$ cat src/hdl/vdn_pkg.sv
// shared types and constants for the dot product and norm core
package vdn_pkg;

   localparam int ElemBits    = 16;
   localparam int DotBits     = 42;
   localparam int SqBits      = 41;
   localparam int AbsBits     = 26;
   localparam int PeakBits    = 16;
   localparam int RootBits    = 21;
   localparam int QueueDepth  = 4;
   localparam int QueueIdx    = 2;

   localparam logic signed [DotBits-1:0] DotHi = 42'sd1099511627775;
   localparam logic signed [DotBits-1:0] DotLo = -42'sd1099511627776;
   localparam logic [SqBits-1:0]  SqCap  = 41'd1 << 40;
   localparam logic [AbsBits-1:0] AbsCap = 26'd1 << 25;

   // accumulated sums for one finished vector pair
   typedef struct packed {
      logic signed [DotBits-1:0] dot;
      logic [SqBits-1:0]         sq_u;
      logic [SqBits-1:0]         sq_v;
      logic [AbsBits-1:0]        abs_u;
      logic [AbsBits-1:0]        abs_v;
      logic [PeakBits-1:0]       peak_u;
      logic [PeakBits-1:0]       peak_v;
   } sums_type;

   typedef struct packed {
      logic signed [40:0]  dot_total;
      logic [25:0]         norm_one_u;
      logic [25:0]         norm_one_v;
      logic [20:0]         norm_two_u;
      logic [20:0]         norm_two_v;
      logic [15:0]         norm_max_u;
      logic [15:0]         norm_max_v;
      logic signed [15:0]  cos_angle;
      logic                cos_valid;
   } rsp_type;

   typedef struct packed {
      logic signed [15:0] u_elem;
      logic signed [15:0] v_elem;
      logic               last_elem;
   } req_type;

endpackage

$ cat src/hdl/vdn_accum.sv
// front part: per-beat saturating accumulation of the element pairs
module vdn_accum (
   input  logic              clock,
   input  logic              reset,
   input  logic              in_valid,
   output logic              in_ready,
   input  vdn_pkg::req_type  in_data,
   output logic              out_valid,
   input  logic              out_ready,
   output vdn_pkg::sums_type out_data
);
   import vdn_pkg::*;

   logic               valid_ff, valid_in;
   sums_type           acc_ff, acc_in, res_ff, res_in;
   logic               take;
   logic [15:0]        au, av;
   logic [31:0]        pm, squ, sqv;
   logic signed [DotBits:0] dsum;
   logic [SqBits:0]    su, sv;
   logic [AbsBits:0]   bu, bv;

   assign in_ready  = !valid_ff || out_ready;
   assign take      = in_valid && in_ready;
   assign out_valid = valid_ff;
   assign out_data  = res_ff;

   always_comb begin
      au  = in_data.u_elem[15] ? 16'(-in_data.u_elem) : 16'(in_data.u_elem);
      av  = in_data.v_elem[15] ? 16'(-in_data.v_elem) : 16'(in_data.v_elem);
      pm  = au * av;
      squ = au * au;
      sqv = av * av;
      if (in_data.u_elem[15] != in_data.v_elem[15])
         dsum = 43'(acc_ff.dot) - 43'(pm);
      else
         dsum = 43'(acc_ff.dot) + 43'(pm);
      su = 42'(acc_ff.sq_u) + 42'(squ);
      sv = 42'(acc_ff.sq_v) + 42'(sqv);
      bu = 27'(acc_ff.abs_u) + 27'(au);
      bv = 27'(acc_ff.abs_v) + 27'(av);
      acc_in.dot    = dsum > 43'(DotHi) ? DotHi
                    : (dsum < 43'(DotLo) ? DotLo : DotBits'(dsum));
      acc_in.sq_u   = su > 42'(SqCap) ? SqCap : SqBits'(su);
      acc_in.sq_v   = sv > 42'(SqCap) ? SqCap : SqBits'(sv);
      acc_in.abs_u  = bu > 27'(AbsCap) ? AbsCap : AbsBits'(bu);
      acc_in.abs_v  = bv > 27'(AbsCap) ? AbsCap : AbsBits'(bv);
      acc_in.peak_u = au > acc_ff.peak_u ? au : acc_ff.peak_u;
      acc_in.peak_v = av > acc_ff.peak_v ? av : acc_ff.peak_v;
      res_in   = res_ff;
      valid_in = valid_ff && !out_ready;
      if (take && in_data.last_elem) begin
         res_in   = acc_in;
         valid_in = 1'b1;
      end
   end

   always_ff @(posedge clock) begin
      res_ff <= res_in;
      if (reset) begin
         valid_ff <= 1'b0;
         acc_ff   <= '0;
      end else begin
         valid_ff <= valid_in;
         if (take)
            acc_ff <= in_data.last_elem ? sums_type'('0) : acc_in;
      end
   end
endmodule

$ cat config.mk
export PLATFORM = sky130hd
export DESIGN_NAME = vdn_accum
export DESIGN_NICKNAME = d
export VERILOG_FILES = /design/src/hdl/vdn_pkg.sv /design/src/hdl/vdn_accum.sv
export SDC_FILE = /design/constraint.sdc
export NUM_CORES = 2
export LEC_CHECK = 0
export BUFFER_PORTS_ARGS = -buffer_cell sky130_fd_sc_hd__buf_2
export CORE_ASPECT_RATIO = 2
export CORE_MARGIN = 3
export CORE_UTILIZATION = 35
export CTS_CLUSTER_SIZE = 28
export DETAILED_ROUTE_END_ITERATION = 10
export PLACE_DENSITY = 0.47
export SYNTH_ARGS = -nofsm -noshare
export SYNTH_HDL_FRONTEND = slang
export SYNTH_SLANG_ARGS = --single-unit
$ cat constraint.sdc
create_clock -name clock -period 13.5 [get_ports clock]
set_input_delay 1.35 -clock clock [delete_from_list [all_inputs] [get_ports clock]]
set_output_delay 1.35 -clock clock [all_outputs]
set_load 0.05 [all_outputs]
==> reports/qor.csv <==
stage,metric,value,unit
logic_synthesis,synthTopCellsByCount,"895 x inv_1, 587 x fa_1, 496 x nor2_1",
logic_synthesis,synth_seq_cells,417,
sta,max_freq,0.07793,GHz
worst_setup_path,cp_max_fo,43,
clock_tree,cts_root_buffer,clkbuf_16,
clock_tree,cts_sinks,417,
grt,grt_pass1_wl,247700,um
floorplanning,floorplan.rows,189,
detailed_routing,drt-initial-drc-count,2061,
worst_setup_path,cpMostUsedCell,fa_1,
logic_synthesis,synth_edf_count,208,
worst_setup_path,slowest_stage,fa_1,
cells_and_area,fin_nets,6506,
sta,setup_tns,0,ns
logic_synthesis,syn_area_per_cell,8.968,sq um
worst_setup_path,cpLargestDelayFamily,compound AO/OA/AOI/OAI gates,
grt,grt_max_degree,94,
detailed_routing,postRouteAntennaNets,0,
cells_and_area,final_layout_size_suffix_gt1_share,9.580,%
detailed_routing,wl,162200,um
clock_tree,cts_tree,built,
grt,first_global_vias,40885,
logic_synthesis,synthArstFlopShare,0,%
worst_setup_path,critPathBufInv,10,
worst_setup_path,crit_arrival,13.37,ns
sta,layout_min_cycle_time,12.83,ns
logic_synthesis,syn_inst,5251,
clock_tree,clk_path_buf_depth,3,
logic_synthesis,synth_top_flop_cell,dfxtp_1,
clock_tree,clkTransAtPathRegs,0.07,ns
floorplanning,io_pins,247,
logic_synthesis,syn_area,47090,sq um
worst_setup_path,cp.required,14.03,ns
floorplanning,die_h,524.7,um
detailed_routing,dr.pass1.iters,5,
logic_synthesis,synth_top_area_cell,fa_1,
placed_design,hpwlAfterDp,129800,um
sta,worst_clock_skew,0.03790,ns
clock_tree,ctsHtreeMaxLevel,2,
detailed_routing,wl_per_cell,22.45,um
placed_design,io_buffer_count,246,
floorplanning,initial_utilization,35.37,%
min_path,worstHoldPathType,reg -> reg,
sta,slew_headroom,29.67,%
clock_tree,cts_made_buffers,45,
grt,grt_overflow,0,
floorplanning,core,133100,sq um
placed_design,gp_congestion,0.9169,
floorplanning,fp.dieW,265.4,um
floorplanning,dieArea,139200,sq um
worst_setup_path,critical_path_class,in -> reg,
sta,hold_violations,0,
worst_setup_path,critPathCaptureType,flip-flop,
logic_synthesis,netlist.area_leader.share,24.95,%
detailed_routing,num_vias,37929,
logic_synthesis,yosysUniqueCellTypes,95,
logic_synthesis,ys_warn_count,0,
logic_synthesis,synth.most_common_cell,inv_1,
logic_synthesis,synthTopCellsByArea,"fa_1 25%, edfxtp_1 13%, ha_1 11%",
grt,grt_usage,23.35,%
grt,antenna_found_initial,4,
flow_run,max_cap_viol_count,0,
sta,fin_crit_sh,95.05,%
detailed_routing,viasPerCell,5.251,
sta,worstMarginPinSlew,1.055,ns
worst_setup_path,slowest_delay,0.55,ns
run_status,status,completed,
worst_setup_path,cp-start-kind,input pin,
logic_synthesis,ys_seq_area_share,22.15,%
sta,rsz0062_at_grt,false,
detailed_routing,drc,0,
sta,slew_viol_final,0,
clock_tree,cts_setup_buffers,0,
sta,setup_violations,0,
cells_and_area,layout-area-overhead-vs-synth,11.49,%
clock_tree,clock_latency,0.67,ns
worst paths after layout:
path                               endpoint         from  slack (ns)  depth (start not counted)
worst min-delay path             acc_ff[41]   acc_ff[41]        0.46                          2
worst max register to register  acc_ff[118]   acc_ff[92]        6.27                         20
worst max-delay path            acc_ff[194]  in_data[19]        0.67                         45
worst min register to register   acc_ff[41]   acc_ff[41]        0.46                          2
state kept, by name (all words and copies together), names as in the netlist:
register and flops:
acc_ff 208, out_data 208, out_valid 1
cell families (layout without fill, tap and decap cells):
| logic type | after synthesis | in the layout | synth area share (%) |
|---|---|---|---|
| xor gates and xnor gates | 230 | 230 | 4.278 |
| and+or+nand+nor | 1454 | 1454 | 13.92 |
| AOI/OAI and AO/OA | 965 | 965 | 13.55 |
| buffers and inverters | 1137 | 1365 | 9.135 |
| other | 2 | 27 | 0.01595 |
| DFF | 417 | 417 | 22.15 |
| muxes | 41 | 41 | 0.8848 |
| adders and majority gates | 1005 | 1005 | 36.06 |
final cells by class:
type | instances | area (sq um)
repair buffers | 372 | 2230
diodes | 3 | 7.507
clock inverters | 29 | 400.4
flip-flops and latches | 417 | 10430
clock buffers | 55 | 1204
fillers | 13613 | 80630
multi-input cells | 3719 | 32660
well taps | 1719 | 2151
inverters | 909 | 3420
through the flow:
stage / cells / setup slack (ns) / instance area (sq um) / hold slack (ns) / util [%]
after floorplan: 5273 / 1.236 / 47170 / 0.4315 / -
after global placement: 7136 / 0.1405 / 50890 / 0.4452 / 38.22
after detailed placement: 7136 / 0.1078 / 50890 / 0.4520 / 38.22
after CTS: 7220 / 0.6471 / 52490 / 0.4625 / 39.43
after global routing: 7221 / 0.07283 / 52500 / 0.4882 / 39.43
final: 7223 / 0.6684 / 52500 / 0.4596 / 39.43
worst reg2reg max path, delay by kind of cell (launching register included):
family	cells	cell delay [ns]
DFF	1	0.31
buffers and inverters	4	0.23
adders and majority gates	5	2.32
and+or+nand+nor	3	1.48
AOI/OAI and AO/OA	8	2.85
placed cells by master (no fill, tap or decap), types with 46 or more instances in the layout:
master | netlist | routed
edfxtp_1 | 208 | 208
o21ai_0 | 228 | 227
xnor2_1 | 128 | 119
nor2_1 | 496 | 493
buf_4 | 3 | 123
a21oi_1 | 242 | 242
xor2_1 | 102 | 89
nor3_1 | 74 | 73
ha_1 | 418 | 418
buf_2 | 12 | 245
nand3_1 | 72 | 72
nor2b_1 | 68 | 68
nand2_1 | 491 | 490
inv_1 | 895 | 894
fa_1 | 587 | 587
a21o_1 | 85 | 85
dfxtp_1 | 209 | 209
a22oi_1 | 46 | 46
routing by layer:
| metal | vias to the layer above | GRT usage [%] | part of all wire [%] | routed length, um |
|---|---|---|---|---|
| li1 | 17676 | - | - | - |
| met1 | 18969 | 25.47 | 37 | 59830 |
| met2 | 947 | 44.77 | 54 | 87520 |
| met3 | 337 | 2.113 | 3.7 | 5922 |
| met4 | 0 | 11.14 | 5.5 | 8905 |
| met5 | - | 0 | 0 | 0 |
timing repair:
item | CTS | global route
hold buffers | 0 | 0
gates resized for setup | 0 | 2
endpoints found under the setup margin | 0 | 31
Power is left out: the tool's default activity adds up to more than one toggle a clock period on the data nets, which glitch-free logic cannot reach.
