File: config.mk
export PLATFORM = sky130hd
export DESIGN_NAME = vdn_queue
export DESIGN_NICKNAME = d
export VERILOG_FILES = /design/src/hdl/vdn_pkg.sv /design/src/hdl/vdn_queue.sv
export SDC_FILE = /design/constraint.sdc
export NUM_CORES = 1
export LEC_CHECK = 0
export BUFFER_PORTS_ARGS = -buffer_cell sky130_fd_sc_hd__buf_2
export CORE_MARGIN = 4
export CORE_UTILIZATION = 30
export CTS_CLUSTER_DIAMETER = 200
export DETAILED_ROUTE_END_ITERATION = 10
export GPL_ROUTABILITY_DRIVEN = 0
export GPL_TIMING_DRIVEN = 0
export HOLD_SLACK_MARGIN = 0.06
export MAX_ROUTING_LAYER = met4
export SKIP_LAST_GASP = 1
export SLEW_MARGIN = 0
export SYNTH_ARGS = -nofsm -noshare
export SYNTH_HDL_FRONTEND = slang
export SYNTH_SLANG_ARGS = --single-unit
File: constraint.sdc
create_clock -name clock -period 8 [get_ports clock]
set_clock_uncertainty 0.05 [all_clocks]
set_input_delay 1.6 -clock clock [delete_from_list [all_inputs] [get_ports clock]]
set_output_delay 1.6 -clock clock [all_outputs]
set_load 0.005 [all_outputs]
File: src/hdl/vdn_pkg.sv
// shared types and constants for the dot product and norm core
package vdn_pkg;

   localparam int ElemBits    = 16;
   localparam int DotBits     = 42;
   localparam int SqBits      = 41;
   localparam int AbsBits     = 26;
   localparam int PeakBits    = 16;
   localparam int RootBits    = 21;
   localparam int QueueDepth  = 4;
   localparam int QueueIdx    = 2;

   localparam logic signed [DotBits-1:0] DotHi = 42'sd1099511627775;
   localparam logic signed [DotBits-1:0] DotLo = -42'sd1099511627776;
   localparam logic [SqBits-1:0]  SqCap  = 41'd1 << 40;
   localparam logic [AbsBits-1:0] AbsCap = 26'd1 << 25;

   // accumulated sums for one finished vector pair
   typedef struct packed {
      logic signed [DotBits-1:0] dot;
      logic [SqBits-1:0]         sq_u;
      logic [SqBits-1:0]         sq_v;
      logic [AbsBits-1:0]        abs_u;
      logic [AbsBits-1:0]        abs_v;
      logic [PeakBits-1:0]       peak_u;
      logic [PeakBits-1:0]       peak_v;
   } sums_type;

   typedef struct packed {
      logic signed [40:0]  dot_total;
      logic [25:0]         norm_one_u;
      logic [25:0]         norm_one_v;
      logic [20:0]         norm_two_u;
      logic [20:0]         norm_two_v;
      logic [15:0]         norm_max_u;
      logic [15:0]         norm_max_v;
      logic signed [15:0]  cos_angle;
      logic                cos_valid;
   } rsp_type;

   typedef struct packed {
      logic signed [15:0] u_elem;
      logic signed [15:0] v_elem;
      logic               last_elem;
   } req_type;

endpackage

File: src/hdl/vdn_queue.sv
// short fifo between the accumulator and the finishing unit
module vdn_queue (
   input  logic              clock,
   input  logic              reset,
   input  logic              in_valid,
   output logic              in_ready,
   input  vdn_pkg::sums_type in_data,
   output logic              out_valid,
   input  logic              out_ready,
   output vdn_pkg::sums_type out_data
);
   import vdn_pkg::*;

   sums_type            mem [QueueDepth];
   logic [QueueIdx-1:0] wr_ff, wr_in, rd_ff, rd_in;
   logic [QueueIdx:0]   cnt_ff, cnt_in;
   logic                push, pop;

   assign in_ready  = cnt_ff != QueueIdx'(0) + (QueueIdx+1)'(QueueDepth);
   assign out_valid = cnt_ff != '0;
   assign out_data  = mem[rd_ff];
   assign push = in_valid && in_ready;
   assign pop  = out_valid && out_ready;

   always_comb begin
      wr_in  = push ? wr_ff + 1'b1 : wr_ff;
      rd_in  = pop ? rd_ff + 1'b1 : rd_ff;
      cnt_in = cnt_ff + (QueueIdx+1)'(push) - (QueueIdx+1)'(pop);
   end

   always_ff @(posedge clock) begin
      if (push)
         mem[wr_ff] <= in_data;
      if (reset) begin
         wr_ff  <= '0;
         rd_ff  <= '0;
         cnt_ff <= '0;
      end else begin
         wr_ff  <= wr_in;
         rd_ff  <= rd_in;
         cnt_ff <= cnt_in;
      end
   end
endmodule

==> results of run 1 <==
## layer usage
layer | vias up | track usage | wire (um)
met5 | - | - | 0
met4 | 0 | 0.0436 | 1480
met3 | 98 | 0.0365 | 4910
met2 | 398 | 0.209 | 34000
met1 | 7342 | 0.154 | 26800
li1 | 6010 | - | -
## logic make-up (layout without fill, tap and decap cells)
group                    Yosys count  after routing  synth area share
flip-flops                       841            841             0.826
multiplexers                     210            210             0.155
buffers and inverters             52            647            0.0111
AND/OR/NAND/NOR                   19             19           0.00312
adder cells (fa/ha/maj)            7              7           0.00312
AO/OA/AOI/OAI                      3              3          0.000822
XOR/XNOR                           3              3          0.000863
other                              0             11                 0
## cell usage in the layout (no fill, tap or decap), types with 2 or more instances in the layout
master and n:
ha_1 6, buf_12 4, xor2_1 2, clkinv_4 2, clkinv_1 14, inv_1 5, mux4_2 208, buf_1 8
buf_16 12, nand2b_1 2, clkbuf_16 88, inv_6 7, buf_6 15, bufinv_16 6, nor2_1 8, clkinvlp_4 2
clkinv_2 20, edfxtp_1 832, buf_2 443, dfxtp_1 9, and2_4 4, clkbuf_1 19, diode_2 11
## final cells by class
| type | count | share of cell area |
|---|---|---|
| antenna | 11 | 0.000735 |
| buffer | 47 | 0.00849 |
| clock buffer | 106 | 0.0606 |
| clock inverter | 53 | 0.0124 |
| inverter | 5 | 0.000501 |
| multi-input combinational | 242 | 0.132 |
| sequential | 841 | 0.672 |
| tap | 1357 | 0.0454 |
| timing repair buffer | 436 | 0.0671 |
## cell usage after synthesis
library cell  instances  area share
dfxtp_1               9      0.0059
buf_6                15      0.0055
nor3_1                1     0.00016
o31a_1                1     0.00029
a21boi_1              1     0.00025
edfxtp_1            832        0.82
xor2_1                2     0.00058
fa_1                  1     0.00066
inv_1                 5     0.00062
buf_1                 8     0.00099
xnor2_1               1     0.00029
mux2i_1               1     0.00033
buf_2                23      0.0038
and2_1                5      0.0010
nor2_1                8     0.00099
o311ai_0              1     0.00029
nand2b_1              2     0.00041
clkbuf_1              1     0.00012
nand2_1               1     0.00012
ha_1                  6      0.0025
or3_1                 1     0.00021
mux4_2              208        0.15
nor2b_1               1     0.00021
mux2_2                1     0.00037
## critical path, stage by stage, from the launching register on
cell     delay, ps
dfxtp_1        300
buf_2          410
buf_2          530
buf_2          480
mux4_2         510
buf_2          190
## metrics by stage
stage | TNS [ps] | setup WS, ps | util
2_1_floorplan | 0 | 615 | -
3_3_place_gp | -2947220 | -3610 | 0.341
3_5_place_dp | 0 | 3680 | 0.345
4_1_cts | 0 | 2930 | 0.372
5_1_grt | 0 | 2960 | 0.373
6_report | 0 | 3250 | 0.373
## final timing paths
| check | endpoint | slack, ps | cells after the start |
|---|---|---|---|
| worst min-delay path | register | 500 | 2 |
| worst max-delay path | out_data[108] | 3250 | 5 |
| worst min register to register | register | 500 | 2 |
| worst max register to register | mem[0][105]$_DFFE_PP_ | 5120 | 5 |
## sequential cells by signal, indices dropped and copies added (netlist names), named ones only
signal / flops
rd_ff: 2
wr_ff: 2
mem: 832
cnt_ff: 3
## power groups by stage
stage                     Combinational [uW]  Sequential, uW  Clock, uW
after floorplan                         1530            5670          0
after global placement                  2670            5790          0
after detailed placement                2780            5590          0
after CTS                               2800            5500       4010
after global routing                    2920            5520       4190
final                                   2680            5490       3870
==> results.toml, run 1 <==
[status]
status = "finished clean"

[detailed_routing]
vias = 13800
viasPerCell = 4.47
ant_nets = 0
routedWlPerCell_um = 21.7
drcViolationCount = 0
drt-total-wl_mm = 67.2
first_pass_iters = 5
drt-initial-drc-count = 843

[global_route]
grt_overflow = 0
grt_util_all_layers = 0.128
grt_pass1_wl_mm = 99.0
grt_max_degree = 53
antenna_found_initial = 13
grt_pass1_vias = 14900

[clocking]
cts.clk_slew.worst_paths_ps = 60
cts.htree.levels = 3
cts_resized = 0
insertion_delay_ps = 640
clk_path_buf_depth = 3
hold_buffers = 0
cts_made_buffers = 88
clkSinkCount = 841
root_buffer = "clkbuf_16"
post_cts_buffers = 0
cts_tree = "done"

[die]
die_height_um = 327
die-area_um2 = 107000
start_util = 0.303
num_rows = 116
io_pins = 422
core_region_area_um2 = 100000
die_w_um = 327

[place]
port_buffers = 420
dpl_cell_area_um2 = 34700
dp_hpwl_mm = 44.4
dp.cells = 2928

[power_and_ir_drop]
power_switching_uw = 3140
combPwrFrac = 0.223
finalPower_uw = 12000
p_int_uw = 8900
sw_frac_of_total = 0.261
p_leak_uw = 0.0123
power_density_nw_per_um2 = 322
seqPwrFrac = 0.456
pwr-share-clk = 0.321
ir_drop_uv = 199

[worst_setup_path]
r2r_start = "cnt_ff[1]$_SDFF_PP0_"
path_max_fanout = 11
cp.required_ps = 6350
crit_type = "register to primary output"
worstSetupStartpointType = "register"
cp.arrival_ps = 3100
worstSetupEndpointType = "primary output"

[hold_path]
hold_path.class = "register to register"
worstHoldStart = "rd_ff[0]$_SDFFE_PP0P_"

[sta]
rsz0062_at_grt = "no"
whs_ps = 498
fmax_ghz = 0.211
slew-limit-headroom = 0.456
worst_pin_slew_ps = 816
hold_violations = 0
finalMaxSlewViolations = 0
finalSetupViolations = 0
period_needed_ps = 4750
fin_crit_sh = 0.593

[finish]
nNetsFinal = 1880
fillers = 9195
stdcell_area_um2 = 37400
drive_gt1_frac = 0.471
final_cells = 3098
multiInputGateArea_um2 = 4960
synthToLayoutAreaGrowth_pct = 22.9
seqCellArea_um2 = 25200

[synthesis]
ys_ff_latch = 841
syn-num-nets = 1354
synthCells = 1135
synth_cell_types = 24
synth_seq_area_share = 0.826
synth_warnings = 0
syn_area_um2 = 30400
synth.avg_cell_area_um2 = 26.8

[job]
drv_cap = 0
No activity file was read; power rests on OpenSTA's default activity.
==> run 2: changes to the inputs <==
==> constraint.sdc (replaced) <==
create_clock -name clock -period 4.8 [get_ports clock]
set_clock_uncertainty 0.05 [all_clocks]
set_input_delay 0.96 -clock clock [delete_from_list [all_inputs] [get_ports clock]]
set_output_delay 0.96 -clock clock [all_outputs]
set_load 0.005 [all_outputs]
==> results.toml, run 2 (synthesized netlist as in run 1, its figures left out) <==
[worst_setup_path]
critical-path-top-delay-family = "buffers and inverters"
crit_type = "register to primary output"
critical-path-slowest-cell = "buf_2"
cp.arrival_ps = 2810
path_max_fanout = 10
crit_buf_inv = 4
cp.required_ps = 3790
slowest_delay_ps = 460
crit_chain = "buf_2, buf_2, buf_2, mux4_2, buf_2"
regToRegSetupSlack_ps = 1830
worstSetupEndpointType = "primary output"
worstSetupStartpointType = "register"
cpMostUsedCell = "buf_2"

[detailed_routing]
vias = 13900
routedWlPerCell_um = 21.1
first_pass_iters = 4
drt-initial-drc-count = 881
drt-total-wl_mm = 65.8
viasPerCell = 4.46
drcViolationCount = 0
ant_nets = 0

[clocking]
cts_tree = "done"
root_buffer = "clkbuf_16"
cts.htree.levels = 3
post_cts_buffers = 0
clkSinkCount = 841
clk_path_buf_depth = 3
cts_made_buffers = 91
hold_buffers = 0
cts.clk_slew.worst_paths_ps = 70
cts_resized = 0
insertion_delay_ps = 640

[place]
dp.cells = 2928
port_buffers = 420
place_ws_ps = 1290
dpl_cell_area_um2 = 34700
dp_hpwl_mm = 43.7

[power_and_ir_drop]
ir_drop_uv = 404
p_leak_uw = 0.0124
power_density_nw_per_um2 = 544

[die]
die_height_um = 327
io_pins = 422
start_util = 0.303
num_rows = 116
core_region_area_um2 = 100000
die-area_um2 = 107000
die_w_um = 327

[sta]
finalSetupViolations = 0
hold_violations = 0
whs_ps = 459
fin_crit_sh = 0.796
fmax_ghz = 0.262
setup_tns_ps = 0
worst_pin_slew_ps = 1030
worst_slack_ps = 981
finalMaxSlewViolations = 0
rsz0062_at_grt = "no"
slew-limit-headroom = 0.313
period_needed_ps = 3820

[global_route]
busiest_layer = "met2"
met2_usage = 0.203
globalRouteMet3Util = 0.0478
grt_pass1_vias = 14900
grt_use_met1 = 0.147
antenna_found_initial = 18
grt_pass1_wl_mm = 97.2
grt_max_degree = 56
grt_util_all_layers = 0.125
grt_overflow = 0

[finish]
top_regs = "mem x832, cnt_ff x3"
final_common_cell = "edfxtp_1"
final_cells = 3114
final_cell_mix = "edfxtp_1 (832), buf_2 (443), mux4_2 (208), clkbuf_16 (91), clkinv_2 (18)"
stdcell_area_um2 = 37700
synthToLayoutAreaGrowth_pct = 24.0
drive_gt1_frac = 0.474
top_register = "mem"
largest_reg_flops = 832
nNetsFinal = 1883

[status]
status = "finished clean"

[job]
drv_cap = 0

[hold_path]
hold_path.class = "primary input to register"
==> run 2: changes by cell type in the layout (fill, tap and decap cells not counted), moves of 3 or more <==
cell	previous run	this run
clkinvlp_4	2	6
diode_2	11	18
clkbuf_16	88	91
bufinv_16	6	11
==> run 2: routing by layer <==
layer / part of all wire / wire [um] / vias to the layer above
met2: 0.50 / 32800 / 411
met5: 0 / 0 / -
met4: 0.025 / 1650 / 0
met1: 0.39 / 25800 / 7317
met3: 0.084 / 5540 / 117
li1: - / - / 6039
==> run 2: cell type report <==
type | count | area (um2)
plain buffers | 47 | 318
multi-input cells | 242 | 4960
inverters | 5 | 18.8
repair buffers | 436 | 2520
clock inverters | 61 | 683
diodes | 18 | 45.0
clock buffers | 107 | 2340
well taps | 1357 | 1700
fillers | 9164 | 62700
flip-flops and latches | 841 | 25200
==> run 2: where the power goes <==
group          switching (uW)  leakage (uW)  internal [uW]
logic                    2290       0.00329           2150
clock network            2830       0.00146           4110
registers                 163       0.00769           8980
==> run 2: final timing paths <==
kind                            cells past startpoint                  start               endpoint
worst min-delay path                                1            in_data[71]   mem[2][71]$_DFFE_PP_
worst min register to register                      2  wr_ff[1]$_SDFFE_PP0P_  wr_ff[1]$_SDFFE_PP0P_
worst max register to register                      5   cnt_ff[1]$_SDFF_PP0_  mem[0][175]$_DFFE_PP_
worst max-delay path                                5               register          out_data[110]
==> run 2: through the flow <==
stage	power, uW	util
2_1_floorplan	11900	-
3_3_place_gp	13900	0.341
3_5_place_dp	13900	0.345
4_1_cts	20900	0.375
5_1_grt	21500	0.376
6_report	20500	0.376
