==> config.mk <==
export PLATFORM = sky130hd
export DESIGN_NAME = vdn_finish
export DESIGN_NICKNAME = d
export VERILOG_FILES = /design/src/hdl/vdn_pkg.sv /design/src/hdl/vdn_finish.sv
export SDC_FILE = /design/constraint.sdc
export NUM_CORES = 2
export LEC_CHECK = 0
export BUFFER_PORTS_ARGS = -buffer_cell sky130_fd_sc_hd__buf_2
export CORE_UTILIZATION = 63
export CTS_BUF_LIST = sky130_fd_sc_hd__clkbuf_4 sky130_fd_sc_hd__clkbuf_8
export DETAILED_ROUTE_END_ITERATION = 8
export PLACE_DENSITY = 0.84
export SYNTH_ARGS = -nofsm -noshare
export SYNTH_HDL_FRONTEND = slang
export SYNTH_SLANG_ARGS = --single-unit
==> constraint.sdc <==
create_clock -name clock -period 18.8 [get_ports clock]
set_clock_uncertainty 0.1 [all_clocks]
set_input_delay 3.76 -clock clock [delete_from_list [all_inputs] [get_ports clock]]
set_output_delay 3.76 -clock clock [all_outputs]
set_load 0.05 [all_outputs]
==> src/hdl/vdn_pkg.sv <==
// shared types and constants for the dot product and norm core
package vdn_pkg;

   localparam int ElemBits    = 16;
   localparam int DotBits     = 42;
   localparam int SqBits      = 41;
   localparam int AbsBits     = 26;
   localparam int PeakBits    = 16;
   localparam int RootBits    = 21;
   localparam int QueueDepth  = 4;
   localparam int QueueIdx    = 2;

   localparam logic signed [DotBits-1:0] DotHi = 42'sd1099511627775;
   localparam logic signed [DotBits-1:0] DotLo = -42'sd1099511627776;
   localparam logic [SqBits-1:0]  SqCap  = 41'd1 << 40;
   localparam logic [AbsBits-1:0] AbsCap = 26'd1 << 25;

   // accumulated sums for one finished vector pair
   typedef struct packed {
      logic signed [DotBits-1:0] dot;
      logic [SqBits-1:0]         sq_u;
      logic [SqBits-1:0]         sq_v;
      logic [AbsBits-1:0]        abs_u;
      logic [AbsBits-1:0]        abs_v;
      logic [PeakBits-1:0]       peak_u;
      logic [PeakBits-1:0]       peak_v;
   } sums_type;

   typedef struct packed {
      logic signed [40:0]  dot_total;
      logic [25:0]         norm_one_u;
      logic [25:0]         norm_one_v;
      logic [20:0]         norm_two_u;
      logic [20:0]         norm_two_v;
      logic [15:0]         norm_max_u;
      logic [15:0]         norm_max_v;
      logic signed [15:0]  cos_angle;
      logic                cos_valid;
   } rsp_type;

   typedef struct packed {
      logic signed [15:0] u_elem;
      logic signed [15:0] v_elem;
      logic               last_elem;
   } req_type;

endpackage

==> src/hdl/vdn_finish.sv <==
// back part: two square roots, norm product and cosine division, bit serial
module vdn_finish (
   input  logic              clock,
   input  logic              reset,
   input  logic              in_valid,
   output logic              in_ready,
   input  vdn_pkg::sums_type in_data,
   output logic              out_valid,
   input  logic              out_ready,
   output vdn_pkg::rsp_type  out_data
);
   import vdn_pkg::*;

   typedef enum logic [2:0] {
      IDLE, SQRT, MUL, DIV, DONE
   } state_type;

   state_type        state_ff, state_in;
   sums_type         sums_ff, sums_in;
   logic [5:0]       step_ff, step_in;
   // sqrt working regs for u and v
   logic [41:0]      remu_ff, remu_in, remv_ff, remv_in;
   logic [20:0]      rootu_ff, rootu_in, rootv_ff, rootv_in;
   // sums of squares widened to an even bit count, shifted two bits per step
   logic [41:0]      shu_ff, shu_in, shv_ff, shv_in;
   logic [41:0]      prodn_ff, prodn_in;
   logic [56:0]      num_ff, num_in;
   logic [42:0]      drem_ff, drem_in;
   logic [16:0]      quo_ff, quo_in;
   rsp_type          rsp_ff, rsp_in;
   logic [41:0]      tu, tv;
   logic [42:0]      dtry;
   logic [41:0]      mag;
   logic             valid;
   logic [16:0]      q;

   assign in_ready  = state_ff == IDLE;
   assign out_valid = state_ff == DONE;
   assign out_data  = rsp_ff;

   always_comb begin
      state_in = state_ff;
      sums_in  = sums_ff;
      step_in  = step_ff;
      remu_in  = remu_ff;
      remv_in  = remv_ff;
      rootu_in = rootu_ff;
      rootv_in = rootv_ff;
      shu_in   = shu_ff;
      shv_in   = shv_ff;
      prodn_in = prodn_ff;
      num_in   = num_ff;
      drem_in  = drem_ff;
      quo_in   = quo_ff;
      rsp_in   = rsp_ff;
      mag   = sums_ff.dot[DotBits-1] ? 42'(-sums_ff.dot) : 42'(sums_ff.dot);
      valid = rootu_ff != '0 && rootv_ff != '0;
      // restoring sqrt, one result bit per cycle, 21 steps
      tu   = {remu_ff[39:0], shu_ff[41:40]} - {rootu_ff, 2'b01} ;
      tv   = {remv_ff[39:0], shv_ff[41:40]} - {rootv_ff, 2'b01};
      dtry = {drem_ff[41:0], num_ff[56]} - {1'b0, prodn_ff};
      q    = quo_ff;
      case (state_ff)
         IDLE: begin
            if (in_valid) begin
               sums_in  = in_data;
               shu_in   = {1'b0, in_data.sq_u};
               shv_in   = {1'b0, in_data.sq_v};
               remu_in  = '0;
               remv_in  = '0;
               rootu_in = '0;
               rootv_in = '0;
               step_in  = '0;
               state_in = SQRT;
            end
         end
         SQRT: begin
            if (tu[41]) begin
               remu_in  = {remu_ff[39:0], shu_ff[41:40]};
               rootu_in = {rootu_ff[19:0], 1'b0};
            end else begin
               remu_in  = tu;
               rootu_in = {rootu_ff[19:0], 1'b1};
            end
            if (tv[41]) begin
               remv_in  = {remv_ff[39:0], shv_ff[41:40]};
               rootv_in = {rootv_ff[19:0], 1'b0};
            end else begin
               remv_in  = tv;
               rootv_in = {rootv_ff[19:0], 1'b1};
            end
            shu_in = {shu_ff[39:0], 2'b00};
            shv_in = {shv_ff[39:0], 2'b00};
            step_in = step_ff + 6'd1;
            if (step_ff == 6'd20)
               state_in = MUL;
         end
         MUL: begin
            prodn_in = rootu_ff * rootv_ff;
            num_in   = {mag, 15'd0};
            drem_in  = '0;
            quo_in   = '0;
            step_in  = '0;
            state_in = valid ? DIV : DONE;
            rsp_in.norm_two_u = rootu_ff;
            rsp_in.norm_two_v = rootv_ff;
            rsp_in.dot_total   = 41'(sums_ff.dot);
            rsp_in.norm_one_u  = sums_ff.abs_u;
            rsp_in.norm_one_v  = sums_ff.abs_v;
            rsp_in.norm_max_u  = sums_ff.peak_u;
            rsp_in.norm_max_v  = sums_ff.peak_v;
            rsp_in.cos_angle   = '0;
            rsp_in.cos_valid   = valid;
         end
         DIV: begin
            // restoring divide, 57 quotient bits, saturate once past 17 bits
            if (!dtry[42]) begin
               drem_in = dtry;
               q = {quo_ff[15:0], 1'b1};
            end else begin
               drem_in = {drem_ff[41:0], num_ff[56]};
               q = {quo_ff[15:0], 1'b0};
            end
            if (quo_ff[16])
               q = quo_ff;
            quo_in = q;
            num_in = {num_ff[55:0], 1'b0};
            step_in = step_ff + 6'd1;
            if (step_ff == 6'd56) begin
               if (!sums_ff.dot[DotBits-1])
                  rsp_in.cos_angle = q > 17'd32767 ? 16'sd32767 : 16'(q);
               else
                  rsp_in.cos_angle = q > 17'd32768 ? -16'sd32768 : 16'(-q);
               state_in = DONE;
            end
         end
         DONE: begin
            if (out_ready)
               state_in = IDLE;
         end
         default: state_in = IDLE;
      endcase
   end

   always_ff @(posedge clock) begin
      if (reset) begin
         state_ff <= IDLE;
      end else begin
         state_ff <= state_in;
      end
      sums_ff  <= sums_in;
      step_ff  <= step_in;
      remu_ff  <= remu_in;
      remv_ff  <= remv_in;
      rootu_ff <= rootu_in;
      rootv_ff <= rootv_in;
      shu_ff   <= shu_in;
      shv_ff   <= shv_in;
      prodn_ff <= prodn_in;
      num_ff   <= num_in;
      drem_ff  <= drem_in;
      quo_ff   <= quo_in;
      rsp_ff   <= rsp_in;
   end
endmodule

==> results_dict.tcl <==
set metrics [dict create \
    status "complete, no violations" \
    hold_buffers 0 \
    start_util_pct 64.2 \
    cp_top_family "adder cells" \
    die_width_um 267 \
    antenna_found_initial 9 \
    critPathLaunchType "flop" \
    drtIter0Drc 3142 \
    critPathKind "flop to flop" \
    ios 398 \
    io_buffers 397 \
    slowest_stage "clkinv_1" \
    synth-simple-area-share_pct 13.7 \
    avgRoutedWirePerCell_um 20.2 \
    synthDistinctLibCells 75 \
    nets 5322 \
    critPathLaunch "rootu_ff[11]$_SDFFCE_PN0P_" \
    synth-seq-cells 668 \
    period_needed_ns 7.98 \
    seq_area_frac_synth_pct 45.2 \
    cts_tree "yes" \
    async_flop_share_pct 0 \
    final_antenna_net_count 0 \
    std_cell_rows 96 \
    final-hold-violation-count 0 \
    drc 0 \
    min_from "sums_ff[37]$_DFFE_PP_" \
    end_kind "flop" \
    r2r_start "rootu_ff[11]$_SDFFCE_PN0P_" \
    crit_cells 24 \
    grt_pass1_wl_mm 174 \
    cts_resized 0 \
    cts.path.max_buffers 3 \
    layout-drive-gt1-share_pct 13.8 \
    crit_top_cell "fa_1" \
    root_buffer "clkbuf_8" \
    drv_slew 0 \
    synth_top_family_by_area "adder cells" \
    fin_crit_sh_pct 42.5 \
    first_pass_iters 7 \
    grt_usage_pct 31.5 \
    die_height_um 267 \
    clkLatencyLatePin_ns 0.77 \
    max_freq_ghz 0.125 \
    r2r_slack_ns 10.82 \
    tightest_slew_ns 1.20 \
    numCtsBuffers 108 \
    vias 32174 \
    muxShareOfSynthArea_pct 1.20 \
    rsz0062_at_grt "no" \
    worst_hold_path_type "flop to flop" \
    post-dp-hpwl_mm 81.2 \
    finalSetupViolCount 0 \
    syn-num-nets 4958 \
    crit_path_end "prodn_ff[41]$_DFFE_PP_" \
    relSlewSlack_pct 19.7 \
    cpPeakStageDelay_ns 0.72 \
    setup-tns-final_ns 0 \
    grt_pass1_vias 32457 \
    hold_ws_ns 0.292 \
    path_buf_inv 5 \
    worst_r2r_path_depth 24 \
    routed_wl_mm 112 \
    via_per_inst 5.82 \
    clock_sinks 668 \
    synthFlopType "edfxtp_1" \
    synth_edf_count 665 \
    cts_htree_levels 3 \
    die_area_um2 71400 \
    grt-ovfl-total 0 \
    syn_inst 4144 \
    synthAdderAreaFrac_pct 23.1 \
    clkTransAtPathRegs_ns 0.06 \
    cp_cell_sequence "clkinv_1 -> nor2_1 -> fa_1 -> fa_1 -> inv_1 -> fa_1 -> inv_1 -> fa_1 -> fa_1 -> fa_1 -> inv_1 -> fa_1 -> inv_1 -> ha_1 -> nand3_1 -> nor4_1 -> o21ai_0 -> o211ai_1 -> a22oi_1 -> o211ai_1 -> nand2_1 -> o21ai_0 -> a31oi_1 -> xnor2_1" \
    grt_max_degree 193 \
    synth_compound_area_share_pct 7.38 \
    crit_arrival_ns 8.38 \
    syn_avg_cell_area_um2 10.7 \
    syn-cell-area_um2 44300 \
    ys_warn_count 0 \
    cts_setup_buffers 0 \
    synthXorXnorAreaFrac_pct 3.62 \
    core_area_um2 69100 \
    area_growth_pct 11.3 \
    r2r-end "prodn_ff[41]$_DFFE_PP_" \
    place_congestion 1.01 \
    maxCapViolations 0 \
    crit_fanout 18 \
    worstPathRequired_ns 19.19 \
]
[kinds of logic (layout without fill, tap and decap cells)]
kind of cell             after synthesis  in the layout
AND/OR/NAND/NOR                     1421           1421
buffers and inverters                693           1140
flip-flops                           668            668
adder cells (fa/ha/maj)              602            602
AO/OA/AOI/OAI                        524            524
XOR/XNOR                             183            183
multiplexers                          53             53
other                                  0              6
[worst min-delay path by stage]
stage	endpoint	cells past startpoint
5_1_grt	out_data[139]$_DFFE_PP_	0
2_1_floorplan	out_data[100]$_DFFE_PP_	0
4_1_cts	out_data[96]$_DFFE_PP_	0
3_5_place_dp	out_data[113]$_DFFE_PP_	0
6_report	out_data[96]$_DFFE_PP_	0
3_3_place_gp	out_data[122]$_DFFE_PP_	0
[cell usage after synthesis, types with 5 or more instances]
cell,number,area share (%)
nor2b_1,18,0.25
xor2_1,87,1.7
nor3b_1,6,0.10
a311oi_1,5,0.099
a21o_1,51,0.86
a211oi_1,16,0.27
o21a_1,22,0.37
nor3_1,46,0.52
o41ai_1,8,0.16
xnor2_1,96,1.9
edfxtp_1,665,45
nor2_1,532,4.5
nand4_1,20,0.28
nand3_1,56,0.63
fa_1,359,16
o21ai_0,122,1.4
buf_1,24,0.20
ha_1,243,6.9
or3_1,17,0.24
a31oi_1,14,0.20
o31ai_1,15,0.25
inv_1,516,4.4
nand2b_1,15,0.21
nand2_1,588,5.0
o211ai_1,14,0.24
o31a_1,5,0.099
clkbuf_1,137,1.2
and2_1,20,0.28
a21boi_0,6,0.10
clkinv_1,10,0.085
o21bai_1,18,0.30
mux2i_1,52,1.2
and3_1,21,0.30
nor4_1,33,0.47
a21oi_1,178,2.0
o221ai_1,6,0.12
or2_2,13,0.18
or4_1,13,0.22
buf_2,6,0.068
[cell type report]
| class | count | area (um2) |
|---|---|---|
| Antenna cell | 6 | 15.0 |
| Timing Repair Buffer | 421 | 2190 |
| Clock inverter | 38 | 354 |
| Tap cell | 931 | 1160 |
| Multi-Input combinational cell | 2783 | 21700 |
| Inverter | 526 | 1970 |
| Fill cell | 4802 | 19700 |
| Sequential cell | 668 | 20000 |
| Clock buffer | 155 | 1880 |
[stage by stage]
step	setup slack (ns)	std cells	area (um2)	util, %
final	10.82	5528	49400	71.5
after global routing	10.41	5525	49300	71.4
after CTS	10.91	5522	49300	71.4
after detailed placement	10.93	5329	47100	68.2
after global placement	11.05	5329	47100	68.2
after floorplan	3.27	4144	44300	-
[placed cells by master, fill, tap and decap left out, types with 17 or more instances in the layout]
master / n
or3_1: 17
nand4_1: 20
nor4_1: 33
nor3_1: 45
clkinv_1: 29
fa_1: 359
and3_1: 21
a21o_1: 51
mux2i_1: 52
inv_1: 516
nor2_1: 531
o21a_1: 22
nand2_1: 587
clkbuf_8: 114
nand3_1: 56
o21bai_1: 18
xnor2_1: 96
ha_1: 243
edfxtp_1: 665
buf_2: 397
o21ai_0: 122
clkbuf_4: 41
and2_1: 19
xor2_1: 87
buf_4: 22
a21oi_1: 178
[routing by layer]
layer  wire length [um]  GRT usage, %  share of wire, %
met5                 84             0             0.075
met4               5090          14.1               4.5
met3              11600          8.36                10
met2              51600          49.3                46
met1              43500          41.4                39
[state kept, by name, summed over array words and instances (netlist names)]
signal and flops:
prodn_ff 42, shu_ff 42, state_ff 3, remu_ff 40, out_data 184, rootv_ff 21
rootu_ff 21, step_ff 6, shv_ff 42, num_ff 42, remv_ff 40, quo_ff 17
sums_ff 126, drem_ff 42
Power is not shown: default switching activity piles up to over one toggle a cycle in this logic, so the estimate is an artifact.
